**src/rtl/core/rmvm_pkg.sv**
```systemverilog
// Package for the running mean and variance merge core.
// Holds payload structs, state machine type, command/status structs and constants.
// No dependencies.
package rmvm_pkg;

  localparam int unsigned FEATURES_DEFAULT = 64;
  localparam int unsigned FEAT_W = 6;
  localparam int unsigned CNT_W = 40;
  localparam logic [CNT_W-1:0] COUNT_RESET = 40'd7;
  localparam logic [CNT_W-1:0] COUNT_MAX = {CNT_W{1'b1}};
  localparam logic [31:0] ONE_Q16 = 32'h0001_0000;
  localparam logic OP_MERGE = 1'b0;
  localparam logic OP_LOAD = 1'b1;
  localparam int unsigned DIV_STEPS = 64;

  typedef struct packed {
    logic               op;
    logic [FEAT_W-1:0]  feature;
    logic signed [31:0] value;
    logic [31:0]        spread;
    logic [15:0]        batch_size;
    logic               last_feature;
  } in_word_t;

  typedef struct packed {
    logic [FEAT_W-1:0]  out_feature;
    logic signed [31:0] new_mean;
    logic [31:0]        new_variance;
    logic               out_last;
  } out_word_t;

  typedef enum logic [3:0] {
    ST_IDLE, ST_CLEAR, ST_READ, ST_PREP, ST_MUL, ST_DIV_START, ST_DIV_WAIT,
    ST_T3MUL, ST_FINISH, ST_OUT
  } state_t;

  // Divider job selects: which product feeds the divider.
  typedef enum logic [1:0] {
    JOB_STEPN, JOB_STEPC, JOB_T1, JOB_T2
  } job_t;

  typedef struct packed {
    logic clear_step;
    logic capture;
    logic read;
    logic prep;
    logic mul;
    job_t job;
    logic div_start;
    logic t3mul;
    logic finish;
    logic out_load;
  } cmd_t;

  typedef struct packed {
    logic clear_done;
    logic div_done;
    logic is_load;
  } status_t;

endpackage

```
**src/rtl/core/rmvm_ctrl.sv**
```systemverilog
// Controller state machine: clearing pass, item sequencing over four divisions, handshakes.
// Depends on rmvm_pkg.
module rmvm_ctrl (
  input  logic                clk,
  input  logic                rst,
  input  logic                in_valid,
  output logic                in_stall,
  output logic                out_valid,
  input  logic                out_stall,
  input  rmvm_pkg::status_t   status,
  output rmvm_pkg::cmd_t      cmd
);

  rmvm_pkg::state_t state, state_next;
  rmvm_pkg::job_t   job, job_next;
  logic             out_valid_next;

  always_ff @(posedge clk) begin
    if (rst) begin
      state <= rmvm_pkg::ST_CLEAR;
      job <= rmvm_pkg::JOB_STEPN;
      out_valid <= 1'b0;
    end else begin
      state <= state_next;
      job <= job_next;
      out_valid <= out_valid_next;
    end
  end

  // Next state.
  always_comb begin
    state_next = state;
    job_next = job;
    case (state)
      rmvm_pkg::ST_CLEAR: if (status.clear_done) state_next = rmvm_pkg::ST_IDLE;
      rmvm_pkg::ST_IDLE: if (in_valid) state_next = rmvm_pkg::ST_READ;
      rmvm_pkg::ST_READ: state_next = rmvm_pkg::ST_PREP;
      rmvm_pkg::ST_PREP: begin
        job_next = rmvm_pkg::JOB_STEPN;
        state_next = status.is_load ? rmvm_pkg::ST_FINISH : rmvm_pkg::ST_MUL;
      end
      rmvm_pkg::ST_MUL: state_next = rmvm_pkg::ST_DIV_START;
      rmvm_pkg::ST_DIV_START: state_next = rmvm_pkg::ST_DIV_WAIT;
      rmvm_pkg::ST_DIV_WAIT: begin
        if (status.div_done) begin
          if (job == rmvm_pkg::JOB_T2) state_next = rmvm_pkg::ST_T3MUL;
          else begin
            job_next = rmvm_pkg::job_t'(job + 2'd1);
            state_next = rmvm_pkg::ST_MUL;
          end
        end
      end
      rmvm_pkg::ST_T3MUL: state_next = rmvm_pkg::ST_FINISH;
      rmvm_pkg::ST_FINISH: state_next = rmvm_pkg::ST_OUT;
      rmvm_pkg::ST_OUT: if (!out_valid || !out_stall) state_next = rmvm_pkg::ST_IDLE;
      default: state_next = rmvm_pkg::ST_IDLE;
    endcase
  end

  // Outputs.
  always_comb begin
    cmd = '0;
    cmd.job = job;
    in_stall = 1'b1;
    out_valid_next = out_valid && out_stall;
    case (state)
      rmvm_pkg::ST_CLEAR: cmd.clear_step = 1'b1;
      rmvm_pkg::ST_IDLE: begin
        in_stall = 1'b0;
        cmd.capture = in_valid;
      end
      rmvm_pkg::ST_READ: cmd.read = 1'b1;
      rmvm_pkg::ST_PREP: cmd.prep = 1'b1;
      rmvm_pkg::ST_MUL: cmd.mul = 1'b1;
      rmvm_pkg::ST_DIV_START: cmd.div_start = 1'b1;
      rmvm_pkg::ST_T3MUL: cmd.t3mul = 1'b1;
      rmvm_pkg::ST_FINISH: cmd.finish = 1'b1;
      rmvm_pkg::ST_OUT: begin
        if (!out_valid || !out_stall) begin
          cmd.out_load = 1'b1;
          out_valid_next = 1'b1;
        end
      end
      default: ;
    endcase
  end

  a_out_hold: assert property (@(posedge clk) disable iff (rst)
    out_valid && out_stall |=> out_valid) else $error("result word dropped");
  a_one_item: assert property (@(posedge clk) disable iff (rst)
    !in_stall |-> state == rmvm_pkg::ST_IDLE) else $error("accept outside idle");
  a_div_state: assert property (@(posedge clk) disable iff (rst)
    status.div_done |-> state == rmvm_pkg::ST_DIV_WAIT) else $error("stray divider done");

endmodule

```
**config.mk**
```make
export PLATFORM = sky130hd
export DESIGN_NAME = rmvm_ctrl
export DESIGN_NICKNAME = d
export VERILOG_FILES = /design/src/rtl/core/rmvm_pkg.sv /design/src/rtl/core/rmvm_ctrl.sv
export SDC_FILE = /design/constraint.sdc
export NUM_CORES = 1
export LEC_CHECK = 0
export BUFFER_PORTS_ARGS = -buffer_cell sky130_fd_sc_hd__buf_4
export CORE_AREA = 2 2 39 41
export CTS_BUF_LIST = sky130_fd_sc_hd__clkbuf_4
export DETAILED_ROUTE_END_ITERATION = 6
export DIE_AREA = 0 0 41 43
export GPL_TIMING_DRIVEN = 0
export HOLD_SLACK_MARGIN = 0.12
export PLACE_DENSITY = 0.68
export SLEW_MARGIN = 20
export SYNTH_ARGS = -nofsm -noshare
export SYNTH_HDL_FRONTEND = slang
export SYNTH_SLANG_ARGS = --single-unit
export TNS_END_PERCENT = 1
```
**constraint.sdc**
```tcl
create_clock -name clk -period 1.3 [get_ports clk]
set_input_delay 0.195 -clock clk [delete_from_list [all_inputs] [get_ports clk]]
set_output_delay 0.195 -clock clk [all_outputs]
set_load 0.05 [all_outputs]
```
==> reports/metrics.yaml <==
first_global_vias: 521
cp-start-kind: "register"
yosysSeqAreaShare: 0.292
clockBufferDepth: 2
grt_setup_unrepaired: "yes"
drcViolationCount: 0
path_cells: "nand2b_4, or2_4, a21oi_2, buf_6"
holdBufCountCts: 0
fin_area_sq_um: 866
ys_types: 29
synth_compound_area_frac: 0.245
final_cell_mix: "buf_4 (13), buf_6 (10)"
crit_fanout: 3
synth_area_sq_um: 480
required_ns: 1.11
fillers: 134
fin_nets: 101
hp-class: "input port to register"
synth_top_family_by_area: "simple AND/OR/NAND/NOR gates"
synth-seq-cells: 7
yosys.area_share.simple: 0.370
leakagePower_nw: 0.345
placed_area_sq_um: 676
finalSetupViolations: 10
ant_nets: 0
syn_inst: 66
timing.final.ws_setup_ns: -0.142
slew_viol_final: 0
overflow: 0
clock_latency_ns: 0.25
relSlewSlack: 0.770
drive_gt1_frac: 0.565
min_period_ns: 1.44
clk_pin_slew_ns: 0.05
hold_violations: 0
worst_pin_slew_ns: 0.340
wire_per_inst_microns: 13.1
period_share: 1.11
avgSynthCellArea_sq_um: 7.28
slowest_stage: "dfxtp_2"
regArea_sq_um: 153
num_rows: 14
drt-pass1-iter-count: 4
numClockSinks: 7
status: "finished with violations"
antenna_found_initial: 0
io-pin-count: 20
cts_tree: "done"
crit_path_end_kind: "primary output"
synth_xor_area_frac: 0
fin_tns_setup_ns: -0.691
vias: 602
drtIter0Drc: 7
multi_input_area_sq_um: 392
cts_max_level: 1
grt_pass1_wl_mm: 2.25
arrival_ns: 1.25
grt_start_max_net_pins: 11
dp_hpwl_microns: 921
drt_wl_total_mm: 1.41
core_region_area_sq_um: 1380
layoutNonFillerInstCount: 108
fin_worst_skew_ns: 0.00105
io_buffer_count: 19
antenna_cells: 0
clockRootBuffer: "clkbuf_4"
final_common_cell: "buf_4"
power_density_nw_per_um2: 710
cts_buffers: 3
placed_cells: 101
fmax_mhz: 693
path_class: "register to primary output"
grt_usage: 0.184
ir_worst_vdd_mv: 0.330
syn_nets: 74
failed_checks: "negative setup slack"
gp_congestion: 0.833
vias_per_cell: 5.57
critPathMaxStageDelay_ns: 0.33
die_h_microns: 43
drv_cap: 0
die_w_microns: 41
muxShareOfSynthArea: 0
design.die.area_sq_um: 1760
initial_utilization: 0.347
yosys_warnings: 0
synth_adder_area_share: 0.0260
area_growth_pct: 80.2
==> registers in the layout, indices dropped and copies added, names as in the netlist <==
name,flops
job,2
state,4
out_valid,1
==> cells in the mapped netlist, drive strengths merged <==
master / count / area share
nor4bb: 1 / 0.021
nor3: 6 / 0.063
inv: 4 / 0.031
o31ai: 2 / 0.031
nand2b: 3 / 0.044
or2: 1 / 0.013
and3: 1 / 0.013
o22ai: 1 / 0.013
a31oi: 1 / 0.013
nand3: 1 / 0.010
nor2b: 3 / 0.039
nand3b: 2 / 0.031
a21oi: 5 / 0.052
or4b: 1 / 0.021
nand2: 4 / 0.031
clkbuf: 2 / 0.016
o311ai: 2 / 0.036
buf: 2 / 0.021
a211oi: 1 / 0.016
ha: 1 / 0.026
or3: 2 / 0.036
o211ai: 2 / 0.031
dfxtp: 7 / 0.29
o21ai: 5 / 0.052
nor2: 6 / 0.047
==> path summary, 6_finish.rpt <==
check                                end      from  slack, ns  cells past startpoint
worst max-delay path              cmd[0]  state[1]      -0.14                      4
worst min-delay path            state[3]       rst       0.17                      2
worst max register to register  state[1]  state[2]      -0.01                      5
worst min register to register    job[0]    job[0]       0.49                      1
==> report_power, final <==
part	leakage, nW	internal, W	switching (W)
logic	0.267	0.0000760	0.0000958
registers	0.0598	0.000218	0.00000673
clock network	0.0184	0.000138	0.0000802
==> final cells by class <==
cell class,instances,share of cell area
clock buffer,4,0.0347
buffer,4,0.0549
inverter,4,0.0202
timing repair buffer,22,0.238
multi-input combinational,51,0.452
tap,16,0.0231
sequential,7,0.176
==> layer usage <==
| layer | vias to the layer above | global-route usage | routed length [microns] |
|---|---|---|---|
| met2 | 25 | 0.272 | 686 |
| li1 | 296 | - | - |
| met3 | 4 | 0.0209 | 93 |
| met4 | 0 | 0.113 | 29 |
| met1 | 277 | 0.243 | 603 |
| met5 | - | 0 | 0 |
==> cells by family (layout without fill, tap and decap cells) <==
logic type,count (synthesis),after routing
compound gates,19,19
flops,7,7
fa+ha+maj,1,1
simple gates,31,31
buf+inv,8,34
==> metrics by stage <==
stage	setup WS [ns]	total power, W	hold WS [ns]	util
final	-0.142	0.000615	0.168	0.626
after detailed placement	-0.247	0.000363	0.427	0.488
after global placement	-0.239	0.000362	0.420	0.488
after global routing	-0.202	0.000651	0.161	0.626
after floorplan	-0.166	0.000317	0.264	-
after CTS	-0.141	0.000613	0.160	0.608
==> critical path: cells and delay by family (launching register included) <==
family          cells  cell delay (ns)
compound gates      1             0.12
buf+inv             1             0.17
flops               1             0.33
simple gates        2             0.39
==> what timing repair did <==
action                     4_1_cts  5_1_grt
setup endpoints to repair       14       13
cloned                           0        0
resized for setup               35        7
setup buffers                    3        0
pin swaps                        1        0
No activity file was read; power rests on OpenSTA's default activity.
